[config.mk]
export PLATFORM = sky130hd
export DESIGN_NAME = sto_mac
export DESIGN_NICKNAME = d
export VERILOG_FILES = /design/src/rtl/sto_pkg.sv /design/src/rtl/sto_mac.sv
export SDC_FILE = /design/constraint.sdc
export NUM_CORES = 2
export LEC_CHECK = 0
export BUFFER_PORTS_ARGS = -buffer_cell sky130_fd_sc_hd__buf_4
export CAP_MARGIN = 20
export CORE_MARGIN = 5
export CORE_UTILIZATION = 35
export CTS_BUF_LIST = sky130_fd_sc_hd__clkbuf_4 sky130_fd_sc_hd__clkbuf_8
export DETAILED_ROUTE_END_ITERATION = 16
export SLEW_MARGIN = 30
export SYNTH_ARGS = -nofsm -noshare
export SYNTH_HDL_FRONTEND = slang
export SYNTH_SLANG_ARGS = --single-unit
[constraint.sdc]
create_clock -name clk -period 10.5 [get_ports clk]
set_input_delay 2.1 -clock clk [delete_from_list [all_inputs] [get_ports clk]]
set_output_delay 2.1 -clock clk [all_outputs]
set_load 0.02 [all_outputs]
[src/rtl/sto_pkg.sv]
`timescale 1ns / 1ps
// ----------------------------------------------------------------------------
// sto_pkg: shared types and constants of the sigma threshold outlier selector
// Item and result layouts, sequencer states, microprogram steps and the
// command that drives the shared multiply-accumulate unit.
// ----------------------------------------------------------------------------
package sto_pkg;

  localparam int SCORE_W    = 24;
  localparam int ID_W       = 32;
  localparam int RANK_W     = 4;
  localparam int CFG_W      = 4;
  localparam int CFG_IDX_W  = 1;
  localparam int MAX_REPORT = 10;

  // Arithmetic widths cover sets of up to 4096 items.
  localparam int OP_W   = 32;
  localparam int PROD_W = 2 * OP_W;
  localparam int ACC_W  = 80;
  localparam int ROOT_W = ACC_W / 2;
  localparam int B_W    = 40;
  localparam int THR_W  = 44;

  localparam logic [CFG_IDX_W-1:0] CFG_REPORT_LIMIT     = 1'b0;
  localparam logic [CFG_IDX_W-1:0] CFG_DEVIATION_FACTOR = 1'b1;

  localparam logic [CFG_W-1:0] REPORT_LIMIT_RST     = 4'd10;
  localparam logic [CFG_W-1:0] DEVIATION_FACTOR_RST = 4'd2;

  typedef struct packed {
    logic signed [SCORE_W-1:0] score;
    logic [ID_W-1:0]           node_id;
    logic                      last;
  } in_item_t;

  typedef struct packed {
    logic                      found;
    logic [ID_W-1:0]           out_vertex;
    logic signed [SCORE_W-1:0] out_score;
    logic [RANK_W-1:0]         rank;
    logic                      final_res;
  } out_item_t;

  typedef enum logic [3:0] {
    ST_LOAD,
    ST_MUL,
    ST_ACC,
    ST_ROOT_GO,
    ST_ROOT_WAIT,
    ST_RD,
    ST_PROD,
    ST_CMP,
    ST_FLUSH,
    ST_DONE
  } state_t;

  // Setup microprogram: k*k, k*k*n, k*|S| in two halves, k*k*n*Q in two
  // halves, then the square of k*|S| in three partial products.
  typedef enum logic [3:0] {
    STEP_KK,
    STEP_K2N,
    STEP_KA0,
    STEP_KA1,
    STEP_NQ0,
    STEP_NQ1,
    STEP_B00,
    STEP_B01,
    STEP_B11
  } step_t;

  typedef enum logic [1:0] {
    ACC_HOLD,
    ACC_LOAD,
    ACC_ADD,
    ACC_SUB
  } acc_op_t;

  typedef enum logic [1:0] {
    SH_0,
    SH_32,
    SH_33,
    SH_64
  } acc_sh_t;

  typedef struct packed {
    logic            mul_en;
    logic [OP_W-1:0] a;
    logic [OP_W-1:0] b;
    acc_op_t         acc_op;
    acc_sh_t         acc_sh;
  } mac_cmd_t;

endpackage

[src/rtl/sto_mac.sv]
`timescale 1ns / 1ps
// ----------------------------------------------------------------------------
// sto_mac: shared multiply-accumulate unit
// A registered 32 x 32 unsigned multiplier followed by a shifting
// accumulator that loads, adds or subtracts the previous product.
// ----------------------------------------------------------------------------
module sto_mac (
  input  logic                             clk,
  input  sto_pkg::mac_cmd_t                cmd,
  output logic [sto_pkg::PROD_W-1:0]       prod,
  output logic [sto_pkg::ACC_W-1:0]        acc
);
  import sto_pkg::*;

  logic [ACC_W-1:0] prod_ext;
  logic [ACC_W-1:0] shifted;

  assign prod_ext = ACC_W'(prod);

  always_comb begin
    unique case (cmd.acc_sh)
      SH_0:    shifted = prod_ext;
      SH_32:   shifted = prod_ext << 32;
      SH_33:   shifted = prod_ext << 33;
      SH_64:   shifted = prod_ext << 64;
      default: shifted = prod_ext;
    endcase
  end

  always_ff @(posedge clk) begin
    if (cmd.mul_en) begin
      prod <= PROD_W'(cmd.a) * PROD_W'(cmd.b);
    end
    unique case (cmd.acc_op)
      ACC_HOLD: acc <= acc;
      ACC_LOAD: acc <= shifted;
      ACC_ADD:  acc <= acc + shifted;
      ACC_SUB:  acc <= acc - shifted;
      default:  acc <= acc;
    endcase
  end

endmodule

==> metrics.md <==
| Metric | Value |
|---|---|
| Routed Antenna Nets | 0 |
| Worst setup path class | in2reg |
| Die Area | 139000 um2 |
| Vias per std cell | 5.20 |
| Critical path's top delay family | adder cells |
| Core area | 131000 um2 |
| Pin count of the biggest net entering global routing | 85 |
| Outcome | completed |
| Max_slew headroom | 0.327 |
| Fin crit period | 9.59 ns |
| Die W | 373 um |
| Worst skew pair latency | 0.52 ns |
| IO buf count | 213 |
| R2r worst-path depth | 22 |
| Seq/Total Area, Yosys | 0.0938 |
| Final Hold Vio Count | 0 |
| EDFF count, synth | 144 |
| Worst path depth | 26 |
| CTS Sinks | 144 |
| HPWL after DPL | 121000 um |
| Initial Util | 0.352 |
| GP Congestion | 0.927 |
| Most frequent CP cell | fa_1 |
| Clock Tree Buf Depth | 2 |
| Mapped Cells | 5172 |
| DRT Pass-1 Iters | 8 |
| Distinct cell type count after synthesis | 78 |
| All-Layer GR Usage | 0.216 |
| Crit path DAT | 9.85 ns |
| PostCTS Resize Cnt | 0 |
| Setup Fix Bufs, Post-CTS | 0 |
| # H-tree levels | 4 |
| Syn. warnings | 0 |
| Initial antenna violation count | 4 |
| Boundary Pins | 214 |
| Hold Crit Class | reg2reg |
| Final Instance Area | 49500 um2 |
| Hold depth | 3 |
| Clock Pin Slew Worst Setup and Hold Paths | 0.09 ns |
| #FFs+latches synth | 144 |
| Critical Path Source Type | primary input |
| Netlist Area Pre-Place | 46100 um2 |
| Mapped Avg Cell Area | 8.91 um2 |
| DRC | 0 |
| CP Max Fanout | 32 |
| First-pass GRT wire length | 233000 um |
| WL/cell | 21.9 um |
| CTS tree | done |
| Die height | 373 um |
| Max Cap Viol | 0 |
| DR vias | 35971 |
| WP data required | 10.76 ns |
| Ys async rst share | 0 |
| Routed wire length | 151000 um |
| Total Neg Setup Slack | 0 ns |
| DP Area | 49100 um2 |
| Setup crit end kind | flip-flop |
| Total congestion overflow | 0 |
| Final Net Count | 6457 |
| Final Slew Violations | 0 |
| RSZ-0062 raised after global routing | false |
| DR iter-0 viols | 2713 |
| Ys flop type | edfxtp_1 |
| Root Buffer Master | clkbuf_8 |
| Max stage delay on crit path | 0.60 ns |
| CTS Buf Count | 17 |
| Number of global-route vias before repair | 37707 |
| Slowest cell on the critical path | fa_1 |
| Final period utilization | 0.913 |
| Fmax | 0.104 GHz |
| Hold Buf Count CTS | 0 |
| Clk_skew | 0.0339 ns |
| Syn Nets | 6482 |
| Syn-to-layout area delta | 7.35% |
| Setup violators final | 0 |
| Fraction of layout cells with a size suffix above 1 | 0.0638 |
| Num rows | 133 |
| Slew @ Worst Pin | 0.999 ns |
| Crit path buf inv count | 5 |
==> synthesized netlist by cell type, types with 13 or more instances <==
cell	number	area (um2)
xor2_1	84	736
a21o_1	113	848
and2_1	620	3880
nor2b_1	19	119
clkbuf_1	278	1040
o21a_1	13	97.6
nand3b_1	13	97.6
and3_1	19	119
xnor2_1	113	990
nor2_1	143	537
nand4_1	31	194
nor3_1	36	180
o31ai_1	15	113
a31oi_1	42	263
o21bai_1	32	240
a21oi_1	250	1250
inv_1	904	3390
fa_1	897	18000
o21ai_0	157	786
ha_1	343	4290
nand2b_1	13	81.3
nand3_1	32	160
mux2i_1	50	500
a32oi_1	13	114
nand2_1	612	2300
edfxtp_1	144	4320
or3_1	16	100
==> cell families (layout without fill, tap and decap cells) <==
kind of cell,after synthesis,after routing,synth area share
DFF,144,144,0.0938
adders and majority gates,1240,1240,0.483
xor gates and xnor gates,197,197,0.0374
other,0,4,0
muxes,51,51,0.0111
AOI/OAI and AO/OA,726,726,0.0977
and+or+nand+nor,1605,1605,0.178
buffers and inverters,1209,1195,0.0993
==> layer usage <==
layer / up-vias / share of wire / track usage
li1: 16078 / - / -
met1: 18359 / 0.43 / 0.297
met2: 1308 / 0.47 / 0.361
met3: 222 / 0.066 / 0.0261
met4: 4 / 0.028 / 0.0562
met5: - / 0.00022 / 0
==> state kept, by name, summed over array words and instances (netlist names) <==
| signal | flops |
|---|---|
| prod | 64 |
| acc | 80 |
==> metrics by stage <==
step / util / cells / setup slack, ns / hold slack [ns]
3_3_place_gp: 0.374 / 6883 / 0.499 / 0.823
3_5_place_dp: 0.374 / 6883 / 0.432 / 0.827
6_report: 0.377 / 6917 / 0.909 / 0.834
5_1_grt: 0.377 / 6914 / 0.592 / 0.911
4_1_cts: 0.377 / 6913 / 0.987 / 0.857
2_1_floorplan: - / 5172 / 1.22 / 0.821
==> worst paths after layout <==
kind | end | slack (ns) | from
worst max-delay path | prod[55] | 0.91 | cmd[9]
worst max register to register | acc[77] | 3.40 | prod[22]
worst min-delay path | acc[1] | 0.83 | acc[1]
worst min register to register | acc[1] | 0.83 | acc[1]
==> layout make-up <==
class | count | area [um2]
fill | 13533 | 81600
multi-input combinational | 3819 | 37200
clock inverter | 13 | 165
antenna | 4 | 10.0
timing repair buffer | 258 | 1940
tap | 1755 | 2200
sequential | 144 | 4320
clock buffer | 17 | 234
inverter | 907 | 3400
==> worst reg2reg max path: cells and delay by family, from the launching register on <==
kind                       cells  cell delay (ns)
DFF                            1             0.69
AOI/OAI and AO/OA              8             2.24
adders and majority gates      1             0.53
xor gates and xnor gates       2             0.34
and+or+nand+nor               11             3.02
==> cell usage in the layout, fill, tap and decap left out, drive strengths merged, types with 12 or more instances in the layout <==
| master | synthesis | layout |
|---|---|---|
| a21o | 113 | 113 |
| nand2 | 612 | 612 |
| nor2 | 144 | 144 |
| a32oi | 13 | 13 |
| xor2 | 84 | 84 |
| or3 | 18 | 18 |
| a21oi | 250 | 250 |
| o31ai | 15 | 15 |
| and2 | 620 | 620 |
| a211oi | 13 | 13 |
| nor4 | 12 | 12 |
| nor3 | 36 | 36 |
| a31oi | 42 | 42 |
| nand4 | 32 | 32 |
| o21ai | 160 | 160 |
| inv | 907 | 909 |
| nand3 | 33 | 33 |
| buf | 24 | 258 |
| ha | 343 | 343 |
| fa | 897 | 897 |
| o21bai | 32 | 32 |
| nand2b | 13 | 13 |
| o21a | 13 | 13 |
| edfxtp | 144 | 144 |
| nor2b | 19 | 19 |
| mux2i | 50 | 50 |
| and3 | 19 | 19 |
| clkbuf | 278 | 17 |
| xnor2 | 113 | 113 |
| nand3b | 13 | 13 |
| or2 | 12 | 12 |
Power is not shown: default switching activity piles up to over one toggle a cycle in this logic, so the estimate is an artifact.
