**src/rtl/sto_pkg.sv**
```systemverilog
`timescale 1ns / 1ps
// ----------------------------------------------------------------------------
// sto_pkg: shared types and constants of the sigma threshold outlier selector
// Item and result layouts, sequencer states, microprogram steps and the
// command that drives the shared multiply-accumulate unit.
// ----------------------------------------------------------------------------
package sto_pkg;

  localparam int SCORE_W    = 24;
  localparam int ID_W       = 32;
  localparam int RANK_W     = 4;
  localparam int CFG_W      = 4;
  localparam int CFG_IDX_W  = 1;
  localparam int MAX_REPORT = 10;

  // Arithmetic widths cover sets of up to 4096 items.
  localparam int OP_W   = 32;
  localparam int PROD_W = 2 * OP_W;
  localparam int ACC_W  = 80;
  localparam int ROOT_W = ACC_W / 2;
  localparam int B_W    = 40;
  localparam int THR_W  = 44;

  localparam logic [CFG_IDX_W-1:0] CFG_REPORT_LIMIT     = 1'b0;
  localparam logic [CFG_IDX_W-1:0] CFG_DEVIATION_FACTOR = 1'b1;

  localparam logic [CFG_W-1:0] REPORT_LIMIT_RST     = 4'd10;
  localparam logic [CFG_W-1:0] DEVIATION_FACTOR_RST = 4'd2;

  typedef struct packed {
    logic signed [SCORE_W-1:0] score;
    logic [ID_W-1:0]           node_id;
    logic                      last;
  } in_item_t;

  typedef struct packed {
    logic                      found;
    logic [ID_W-1:0]           out_vertex;
    logic signed [SCORE_W-1:0] out_score;
    logic [RANK_W-1:0]         rank;
    logic                      final_res;
  } out_item_t;

  typedef enum logic [3:0] {
    ST_LOAD,
    ST_MUL,
    ST_ACC,
    ST_ROOT_GO,
    ST_ROOT_WAIT,
    ST_RD,
    ST_PROD,
    ST_CMP,
    ST_FLUSH,
    ST_DONE
  } state_t;

  // Setup microprogram: k*k, k*k*n, k*|S| in two halves, k*k*n*Q in two
  // halves, then the square of k*|S| in three partial products.
  typedef enum logic [3:0] {
    STEP_KK,
    STEP_K2N,
    STEP_KA0,
    STEP_KA1,
    STEP_NQ0,
    STEP_NQ1,
    STEP_B00,
    STEP_B01,
    STEP_B11
  } step_t;

  typedef enum logic [1:0] {
    ACC_HOLD,
    ACC_LOAD,
    ACC_ADD,
    ACC_SUB
  } acc_op_t;

  typedef enum logic [1:0] {
    SH_0,
    SH_32,
    SH_33,
    SH_64
  } acc_sh_t;

  typedef struct packed {
    logic            mul_en;
    logic [OP_W-1:0] a;
    logic [OP_W-1:0] b;
    acc_op_t         acc_op;
    acc_sh_t         acc_sh;
  } mac_cmd_t;

endpackage

```
**src/rtl/sto_isqrt.sv**
```systemverilog
`timescale 1ns / 1ps
// ----------------------------------------------------------------------------
// sto_isqrt: iterative integer square root
// Restoring digit-by-digit root, one result bit per cycle; gives the floor
// of the square root of an unsigned word.
// ----------------------------------------------------------------------------
module sto_isqrt (
  input  logic                        clk,
  input  logic                        rst,
  input  logic                        start,
  input  logic [sto_pkg::ACC_W-1:0]   value,
  output logic                        done,
  output logic [sto_pkg::ROOT_W-1:0]  root
);
  import sto_pkg::*;

  localparam int IT_W = $clog2(ROOT_W + 1);

  logic            running;
  logic [IT_W-1:0] iter;
  logic [ACC_W-1:0] val_sr;
  logic [ROOT_W-1:0] rem;
  logic [ROOT_W+1:0] rem_sh;
  logic [ROOT_W+1:0] trial;
  logic              ge;

  assign rem_sh = {rem, val_sr[ACC_W-1 -: 2]};
  assign trial  = {root, 2'b01};
  assign ge     = (rem_sh >= trial);

  always_ff @(posedge clk) begin
    if (rst) begin
      running <= 1'b0;
      done    <= 1'b0;
      iter    <= '0;
    end else begin
      done <= 1'b0;
      if (start) begin
        running <= 1'b1;
        iter    <= IT_W'(ROOT_W);
        val_sr  <= value;
        rem     <= '0;
        root    <= '0;
      end else if (running) begin
        val_sr <= val_sr << 2;
        // The remainder stays below twice the partial root, so its top bits
        // are only lost on the final step, where it is no longer needed.
        rem    <= ge ? ROOT_W'(rem_sh - trial) : ROOT_W'(rem_sh);
        root   <= {root[ROOT_W-2:0], ge};
        iter   <= iter - 1'b1;
        if (iter == IT_W'(1)) begin
          running <= 1'b0;
          done    <= 1'b1;
        end
      end
    end
  end

endmodule

```
**config.mk**
```make
export PLATFORM = sky130hd
export DESIGN_NAME = sto_isqrt
export DESIGN_NICKNAME = d
export VERILOG_FILES = /design/src/rtl/sto_pkg.sv /design/src/rtl/sto_isqrt.sv
export SDC_FILE = /design/constraint.sdc
export NUM_CORES = 1
export LEC_CHECK = 0
export BUFFER_PORTS_ARGS = -buffer_cell sky130_fd_sc_hd__buf_2
export CAP_MARGIN = 10
export CORE_MARGIN = 10
export CORE_UTILIZATION = 40
export CTS_CLUSTER_DIAMETER = 40
export DETAILED_ROUTE_END_ITERATION = 12
export PLACE_DENSITY = 0.56
export SLEW_MARGIN = 10
export SYNTH_ARGS = -nofsm -noshare
export SYNTH_HDL_FRONTEND = slang
export SYNTH_SLANG_ARGS = --single-unit
```
**constraint.sdc**
```tcl
create_clock -name clk -period 13.5 [get_ports clk]
set_input_delay 2.025 -clock clk [delete_from_list [all_inputs] [get_ports clk]]
set_output_delay 2.025 -clock clk [all_outputs]
set_load 0.05 [all_outputs]
```
==> results of run 1 <==
state kept, by name, summed over array words and instances (netlist names):
| signal | cells |
|---|---|
| rem | 40 |
| val_sr | 80 |
| running | 1 |
| root | 40 |
| iter | 6 |
| done | 1 |
report_power, final:
group	leakage, nW	internal [mW]	switching (mW)
clock	0.282	0.247	0.236
sequential	1.61	0.621	0.0167
combinational	2.40	0.127	0.189
worst max path at each step:
stage,to,cells past startpoint
finish,root[13]$_SDFFCE_PP0P_,5
floorplan,rem[0]$_SDFFCE_PP0P_,4
global route,root[14]$_SDFFCE_PP0P_,5
global placement,rem[14]$_SDFFCE_PP0P_,5
detailed placement,root[13]$_SDFFCE_PP0P_,5
CTS,root[13]$_SDFFCE_PP0P_,5
worst reg2reg max path: stages, from the launching register on:
cell	delay (ns)
edfxtp_1	0.41
ha_1	0.42
nand2_2	0.11
o311ai_1	0.42
a21oi_1	0.16
o211ai_2	0.23
o31ai_2	0.16
or4_4	0.54
o211ai_4	0.28
buf_4	0.53
nor2_1	0.19
a22o_1	0.30
metal layers:
metal	GRT usage	up-vias	routed length, um
li1	-	3095	-
met1	0.174	2968	9170
met2	0.223	139	9390
met3	0.0587	21	1560
met4	0.0375	10	156
met5	0	-	56
cell usage in the layout (no fill, tap or decap), types with 5 or more instances in the layout:
| cell type | n |
|---|---|
| a211oi_1 | 7 |
| a21o_1 | 13 |
| a21oi_1 | 35 |
| a31oi_1 | 8 |
| buf_2 | 122 |
| clkbuf_16 | 17 |
| dfxtp_1 | 8 |
| edfxtp_1 | 160 |
| ha_1 | 44 |
| inv_1 | 54 |
| inv_8 | 6 |
| mux2_2 | 78 |
| mux2i_1 | 31 |
| nand2_1 | 30 |
| nand2b_1 | 6 |
| nand3_1 | 9 |
| nand4_1 | 11 |
| nor2_1 | 103 |
| nor2b_1 | 6 |
| nor3_1 | 11 |
| o21a_1 | 7 |
| o21ai_0 | 17 |
| or3_1 | 5 |
| xnor2_1 | 23 |
| xor2_1 | 14 |
cells by family after synthesis:
group / share of synthesized area
XOR/XNOR: 0.0352
buffers and inverters: 0.0402
AND/OR/NAND/NOR: 0.101
flip-flops: 0.539
adder cells (fa/ha/maj): 0.0598
AO/OA/AOI/OAI: 0.0954
multiplexers: 0.129
final cells by class:
class | count | area (um^2)
multi-input cells | 520 | 3890
flip-flops and latches | 168 | 4960
well taps | 285 | 357
inverters | 54 | 203
clock inverters | 15 | 155
repair buffers | 127 | 652
diodes | 3 | 7.51
clock buffers | 17 | 425
fillers | 2121 | 12000
==> impl_metrics.env, run 1 <==
export IMPL_stdcell_area_um2=10700
export IMPL_cts_path_max_buffers=2
export IMPL_crit_chain="buf_6 -> nor2_1 -> nor2_4 -> buf_4 -> buf_4"
export IMPL_min_path_type="reg2reg"
export IMPL_drive_gt1_frac=0.274
export IMPL_vias_per_cell=5.24
export IMPL_synth_area_leaders="edfxtp_1 52%, mux2_2 9.5%, ha_1 6.0%"
export IMPL_ys_seq_area_frac=0.539
export IMPL_synth_cell_types=61
export IMPL_std_cell_rows=55
export IMPL_io_buffers=123
export IMPL_p_leak_nw=4.29
export IMPL_post_cts_setup_buffers=0
export IMPL_tns_ns=0
export IMPL_hold_depth=2
export IMPL_r2r_end="rem[36]$_SDFFCE_PP0P_"
export IMPL_netlist_area_um2=9210
export IMPL_r2r_worst_path_cells=11
export IMPL_ir_drop_mv=0.0777
export IMPL_clock_fmax_ghz=0.204
export IMPL_tightest_slew_ns=1.01
export IMPL_grt_setup_unrepaired="false"
export IMPL_fp_dieW_um=172
export IMPL_placed_cells=1154
export IMPL_ys_ff_latch=168
export IMPL_startpoint_type="primary input"
export IMPL_hold_violations=0
export IMPL_min_period_ns=4.91
export IMPL_drtIter0Drc=448
export IMPL_crit_fanout=83
export IMPL_cp_common_cell="buf_4"
export IMPL_synth_top_cell_by_area="edfxtp_1"
export IMPL_synth_top_area_share=0.522
export IMPL_cts_sinks=168
export IMPL_final_setup_skew_ns=0.0168
export IMPL_post_place_ws_ns=8.00
export IMPL_setup_viol=0
export IMPL_holdPathEnd="iter[1]$_SDFFE_PP0P_"
export IMPL_core_area_um2=22600
export IMPL_cp_required_ns=13.55
export IMPL_crit_path_start="start"
export IMPL_final_nets=1015
export IMPL_antenna_found_initial=8
export IMPL_drv_slew=0
export IMPL_cts_tree="done"
export IMPL_drc=0
export IMPL_end_kind="register"
export IMPL_final_core_util=0.471
export IMPL_cp_slowest_cell="buf_4"
export IMPL_final_cells=1189
export IMPL_io_pins=124
export IMPL_clk_pin_slew_ns=0.07
export IMPL_track_usage=0.141
export IMPL_ys_warn_count=0
export IMPL_r2r_slack_ns=9.50
export IMPL_synth_edf_count=160
export IMPL_critPathKind="in2reg"
export IMPL_post_route_period_util=0.364
export IMPL_crit_family="buffers and inverters"
export IMPL_finalHoldWorstSlack_ns=0.503
export IMPL_max_cap_violations=0
export IMPL_dr_pass1_iters=5
export IMPL_cts_buffers_inserted=17
export IMPL_cts_hold_buffers_added=0
export IMPL_synthTopCellsByCount="160 x edfxtp_1, 104 x nor2_1, 78 x mux2_2"
export IMPL_total_power_mw=1.44
export IMPL_htreeDepth=4
export IMPL_globalplace_congestion=0.876
export IMPL_worst_slack_ns=8.59
export IMPL_cts_resized=0
export IMPL_relSlewSlack=0.324
export IMPL_grt_pass1_wl_um=33000
export IMPL_wirelength_um=20300
export IMPL_ys_flop_type="edfxtp_1"
export IMPL_placed_cell_area_um2=10100
export IMPL_grt_max_degree=84
export IMPL_start_util=0.407
export IMPL_synthCells=778
export IMPL_vias=6233
export IMPL_crit_buf_inv=3
export IMPL_area_delta_synth_final_pct=15.7
export IMPL_root_buffer="clkbuf_16"
export IMPL_powerDensity_nw_per_um2=135
export IMPL_die_h_um=172
export IMPL_cpPeakStageDelay_ns=0.88
export IMPL_r2r_start="rem[9]$_SDFFCE_PP0P_"
export IMPL_dp_hpwl_um=14300
export IMPL_die_area_um2=29500
export IMPL_status="completed"
export IMPL_wl_per_cell_um=17.1
export IMPL_final_antenna_net_count=0
export IMPL_crit_arrival_ns=4.97
export IMPL_grt_pass1_vias=6493
export IMPL_async_reset_ff_frac=0
export IMPL_hold_start="iter[1]$_SDFFE_PP0P_"
export IMPL_clk_latency_ns=0.44
export IMPL_synthesis_nets=905
export IMPL_yosysMostFrequentCell="edfxtp_1"
export IMPL_overflow=0
export IMPL_avgSynthCellArea_um2=11.8
No activity file was read; power rests on OpenSTA's default activity.
==> run 2: changes to the inputs <==
--- a/config.mk
+++ b/config.mk
@@ -11,7 +11,7 @@
 export CORE_UTILIZATION = 40
 export CTS_CLUSTER_DIAMETER = 40
 export DETAILED_ROUTE_END_ITERATION = 12
-export PLACE_DENSITY = 0.56
+export PLACE_DENSITY = 0.58
 export SLEW_MARGIN = 10
 export SYNTH_ARGS = -nofsm -noshare
 export SYNTH_HDL_FRONTEND = slang
==> constraint.sdc (replaced) <==
create_clock -name clk -period 3.95 [get_ports clk]
set_input_delay 0.5925 -clock clk [delete_from_list [all_inputs] [get_ports clk]]
set_output_delay 0.5925 -clock clk [all_outputs]
set_load 0.05 [all_outputs]
==> run 2 against run 1 <==
Compared with the run above:
- setup slack got worse by 8.2 ns
- critical path depth increased by 6
- via count decreased by 1.5%
- clock skew decreased by 0.0034 ns
- clock power increased to 3.5 times the previous value
- total power increased to 3.5 times the previous value
- worst hold slack got worse by 0.061 ns
- sequential share of layout area decreased by 0.23 points
- routed wire length about the same
- largest power group unchanged
==> impl_metrics.env, run 2 (synthesis results as in run 1) <==
export IMPL_tns_ns=0
export IMPL_vias_per_cell=5.16
export IMPL_final_antenna_net_count=0
export IMPL_hold_violations=0
export IMPL_cts_resized=0
export IMPL_core_area_um2=22600
export IMPL_post_place_ws_ns=0.417
export IMPL_io_pins=124
export IMPL_grt_pass1_wl_um=33100
export IMPL_fp_dieW_um=172
export IMPL_multi_input_area_um2=3890
export IMPL_dp_hpwl_um=14300
export IMPL_worst_slack_ns=0.409
export IMPL_largest_reg_flops=80
export IMPL_globalplace_congestion=0.848
export IMPL_die_area_um2=29500
export IMPL_grt_max_degree=161
export IMPL_cts_buffers_inserted=17
export IMPL_final_common_cell="edfxtp_1"
export IMPL_relSlewSlack=0.371
export IMPL_min_path_type="in2reg"
export IMPL_tightest_slew_ns=0.944
export IMPL_crit_chain="ha_1 -> nand4_1 -> a211o_1 -> a211o_1 -> o211ai_2 -> o31ai_2 -> or4_4 -> o211ai_4 -> buf_4 -> mux2i_1 -> nor2_1"
export IMPL_clk_pin_slew_ns=0.07
export IMPL_cp_common_cell="a211o_1"
export IMPL_largestRegisters="val_sr x80, rem x40, root x40"
export IMPL_regArea_um2=4960
export IMPL_drc=0
export IMPL_drv_slew=0
export IMPL_largest_register="val_sr"
export IMPL_fillers=2090
export IMPL_area_delta_synth_final_pct=16.3
export IMPL_setup_viol=0
export IMPL_grt_pass1_vias=6415
export IMPL_io_buffers=123
export IMPL_cts_hold_buffers_added=0
export IMPL_dr_pass1_iters=4
export IMPL_crit_fanout=13
export IMPL_post_cts_setup_buffers=0
export IMPL_final_cell_mix="160 x edfxtp_1, 122 x buf_2, 103 x nor2_1"
export IMPL_post_route_period_util=0.896
export IMPL_start_util=0.407
export IMPL_critPathKind="reg2reg"
export IMPL_track_usage=0.141
export IMPL_min_period_ns=3.54
export IMPL_final_setup_skew_ns=0.0133
export IMPL_cp_required_ns=4.10
export IMPL_p_leak_nw=4.31
export IMPL_clk_latency_ns=0.43
export IMPL_final_nets=1016
export IMPL_max_cap_violations=0
export IMPL_vias=6137
export IMPL_cpPeakStageDelay_ns=0.54
export IMPL_cts_tree="done"
export IMPL_grt_setup_unrepaired="false"
export IMPL_ir_drop_mv=0.248
export IMPL_antenna_found_initial=5
export IMPL_finalHoldWorstSlack_ns=0.443
export IMPL_cp_slowest_cell="or4_4"
export IMPL_startpoint_type="register"
export IMPL_clock_fmax_ghz=0.282
export IMPL_drtIter0Drc=311
export IMPL_wirelength_um=20300
export IMPL_htreeDepth=4
export IMPL_drive_gt1_frac=0.275
export IMPL_wl_per_cell_um=17.1
export IMPL_root_buffer="clkbuf_16"
export IMPL_status="completed"
export IMPL_die_h_um=172
export IMPL_crit_arrival_ns=3.69
export IMPL_powerDensity_nw_per_um2=464
export IMPL_overflow=0
export IMPL_end_kind="register"
export IMPL_std_cell_rows=55
export IMPL_cts_path_max_buffers=2
export IMPL_cts_sinks=168
## run 2: path summary, 6_finish.rpt
path,startpoint,end,slack (ns),cells past startpoint
worst max-delay path,rem[7]$_SDFFCE_PP0P_,rem[24]$_SDFFCE_PP0P_,0.41,11
worst min-delay path,value[0],val_sr[0]$_SDFFCE_PN0P_,0.44,2
worst max register to register,rem[7]$_SDFFCE_PP0P_,rem[24]$_SDFFCE_PP0P_,0.41,11
worst min register to register,iter[1]$_SDFFE_PP0P_,iter[1]$_SDFFE_PP0P_,0.51,2
## run 2: layer usage
metal | wire (um) | vias to the layer above | track usage
li1 | - | 3083 | -
met1 | 9160 | 2908 | 0.176
met2 | 9350 | 118 | 0.217
met3 | 1630 | 20 | 0.0617
met4 | 155 | 8 | 0.0379
met5 | 38 | - | 0
## run 2: cell type report
cell class,count,share of cell area
clock inverters,15,0.0167
clock buffers,17,0.0397
diodes,2,0.000467
inverters,54,0.0189
flip-flops and latches,168,0.464
multi-input cells,520,0.363
repair buffers,128,0.0639
well taps,285,0.0333
## run 2: per-stage QoR
step           instance area (um^2)  cells  utilization  power [mW]
3_3_place_gp                  10100   1155        0.446        3.31
6_report                      10700   1189        0.473        4.97
4_1_cts                       10700   1187        0.473        5.04
3_5_place_dp                  10100   1155        0.446        3.31
5_1_grt                       10700   1187        0.473        5.24
2_1_floorplan                  9220    778            -        3.06
## run 2: where the power goes
part	total [mW]	switching [mW]	internal, mW
Combinational	1.09	0.646	0.444
Sequential	2.18	0.0562	2.12
Clock	1.71	0.797	0.908
## run 2: critical path, delay by kind of cell, from the launching register on
family,cells,cell delay [ns]
adder cells (fa/ha/maj),1,0.44
buffers and inverters,1,0.32
multiplexers,1,0.20
flip-flops,1,0.40
AO/OA/AOI/OAI,5,1.07
AND/OR/NAND/NOR,3,0.82
==> run 3: changes to the inputs <==
--- a/config.mk
+++ b/config.mk
@@ -11,7 +11,7 @@
 export CORE_UTILIZATION = 40
 export CTS_CLUSTER_DIAMETER = 40
 export DETAILED_ROUTE_END_ITERATION = 12
-export PLACE_DENSITY = 0.58
+export PLACE_DENSITY = 0.56
 export SLEW_MARGIN = 10
 export SYNTH_ARGS = -nofsm -noshare
 export SYNTH_HDL_FRONTEND = slang
==> constraint.sdc (replaced) <==
create_clock -name clk -period 4.39 [get_ports clk]
set_input_delay 0.6585 -clock clk [delete_from_list [all_inputs] [get_ports clk]]
set_output_delay 0.6585 -clock clk [all_outputs]
set_load 0.05 [all_outputs]
==> run 3 against run 2 <==
Compared with the run above:
- via count increased by 1.0%
- core utilization up 0.10 points
- design area up 0.22%
- total power shrank 11%
- clock power is 13% lower
- setup slack gained 0.41 ns
==> impl_metrics.env, run 3 (synthesis results as in run 1) <==
export IMPL_multi_input_area_um2=3890
export IMPL_clk_pin_slew_ns=0.07
export IMPL_crit_arrival_ns=3.74
export IMPL_startpoint_type="register"
export IMPL_grt_pass1_vias=6350
export IMPL_setup_viol=0
export IMPL_crit_chain="ha_1 -> a21oi_1 -> o311ai_1 -> a21oi_1 -> o211ai_2 -> o31ai_2 -> or4_4 -> o211ai_4 -> buf_4 -> mux2i_1 -> nor2_1"
export IMPL_powerDensity_nw_per_um2=413
export IMPL_drc=0
export IMPL_critPathKind="reg2reg"
export IMPL_cts_tree="done"
export IMPL_max_cap_violations=0
export IMPL_wirelength_um=20300
export IMPL_grt_max_degree=65
export IMPL_start_util=0.407
export IMPL_htreeDepth=4
export IMPL_ir_drop_mv=0.261
export IMPL_final_common_cell="edfxtp_1"
export IMPL_stdcell_area_um2=10700
export IMPL_drv_slew=0
export IMPL_antenna_found_initial=11
export IMPL_min_path_type="in2reg"
export IMPL_track_usage=0.140
export IMPL_drive_gt1_frac=0.278
export IMPL_hold_violations=0
export IMPL_io_pins=124
export IMPL_status="completed"
export IMPL_final_cell_mix="160 x edfxtp_1, 122 x buf_2, 103 x nor2_1"
export IMPL_vias=6199
export IMPL_wl_per_cell_um=17.0
export IMPL_hold_depth=2
export IMPL_final_setup_skew_ns=0.00967
export IMPL_grt_pass1_wl_um=32800
export IMPL_cp_common_cell="a21oi_1"
export IMPL_largestRegisters="val_sr x80, rem x40, root x40"
export IMPL_holdPathEnd="val_sr[0]$_SDFFCE_PN0P_"
export IMPL_cts_path_max_buffers=2
export IMPL_grtUsageMet3=0.0713
export IMPL_cp_required_ns=4.55
export IMPL_relSlewSlack=0.595
export IMPL_crit_buf_inv=1
export IMPL_grt_setup_unrepaired="false"
export IMPL_largest_reg_flops=80
export IMPL_post_cts_setup_buffers=0
export IMPL_gr_usage_met1=0.175
export IMPL_regArea_um2=4960
export IMPL_min_period_ns=3.57
export IMPL_die_h_um=172
export IMPL_crit_family="compound AO/OA/AOI/OAI gates"
export IMPL_cp_num_cells=11
export IMPL_post_route_period_util=0.814
export IMPL_end_kind="register"
export IMPL_placed_cell_area_um2=10100
export IMPL_cts_resized=0
export IMPL_r2r_end="rem[17]$_SDFFCE_PP0P_"
export IMPL_std_cell_rows=55
export IMPL_globalplace_congestion=0.843
export IMPL_r2r_slack_ns=0.82
export IMPL_tns_ns=0
export IMPL_die_area_um2=29500
export IMPL_p_leak_nw=4.33
export IMPL_area_delta_synth_final_pct=16.5
export IMPL_fp_dieW_um=172
export IMPL_hold_start="value[0]"
export IMPL_largest_register="val_sr"
export IMPL_clk_latency_ns=0.44
export IMPL_tightest_slew_ns=0.604
export IMPL_cts_sinks=168
export IMPL_r2r_start="rem[7]$_SDFFCE_PP0P_"
export IMPL_fillers=2131
export IMPL_root_buffer="clkbuf_16"
export IMPL_final_antenna_net_count=0
export IMPL_final_nets=1019
export IMPL_core_area_um2=22600
export IMPL_drtIter0Drc=353
export IMPL_vias_per_cell=5.19
export IMPL_top_usage_layer="met2"
export IMPL_cts_hold_buffers_added=0
export IMPL_crit_fanout=15
export IMPL_dp_hpwl_um=14600
export IMPL_overflow=0
export IMPL_cp_slowest_cell="or4_4"
export IMPL_io_buffers=123
export IMPL_cts_buffers_inserted=17
export IMPL_r2r_worst_path_cells=11
export IMPL_met2_usage=0.210
export IMPL_cpPeakStageDelay_ns=0.54
export IMPL_clock_fmax_ghz=0.280
export IMPL_dr_pass1_iters=5
[run 3: through the flow]
step / setup slack (ns) / cells / hold WS, ns / util / power [mW]
2_1_floorplan: 0.304 / 778 / 0.469 / - / 2.75
3_3_place_gp: 0.887 / 1158 / 0.493 / 0.448 / 2.98
3_5_place_dp: 0.842 / 1158 / 0.501 / 0.448 / 2.98
4_1_cts: 0.824 / 1189 / 0.483 / 0.474 / 4.49
5_1_grt: 0.554 / 1191 / 0.491 / 0.474 / 4.66
6_report: 0.817 / 1194 / 0.500 / 0.474 / 4.43
[run 3: layout make-up]
class,count,share of cell area
flip-flops and latches,168,0.463
multi-input cells,520,0.363
repair buffers,131,0.0670
clock buffers,17,0.0396
well taps,285,0.0332
inverters,54,0.0189
clock inverters,14,0.0149
diodes,5,0.00117
[run 3: power by group]
part | internal (mW) | total [mW] | switching, mW
Sequential | 1.91 | 1.96 | 0.0493
Combinational | 0.401 | 0.989 | 0.588
Clock | 0.762 | 1.49 | 0.727
Total | 3.07 | 4.43 | 1.36
[run 3: worst max path at each step]
stage	startpoint	endpoint	slack [ns]
2_1_floorplan	start	rem[0]$_SDFFCE_PP0P_	0.30
3_3_place_gp	root[7]$_SDFFCE_PP0P_	rem[2]$_SDFFCE_PP0P_	0.89
3_5_place_dp	rem[7]$_SDFFCE_PP0P_	rem[17]$_SDFFCE_PP0P_	0.84
4_1_cts	rem[7]$_SDFFCE_PP0P_	rem[17]$_SDFFCE_PP0P_	0.82
5_1_grt	root[7]$_SDFFCE_PP0P_	rem[20]$_SDFFCE_PP0P_	0.55
6_report	rem[7]$_SDFFCE_PP0P_	rem[17]$_SDFFCE_PP0P_	0.82
[run 3: metal layers]
layer / up-vias / routed length (um)
li1: 3092 / -
met1: 2943 / 9350
met2: 129 / 9000
met3: 25 / 1670
met4: 10 / 225
met5: - / 67
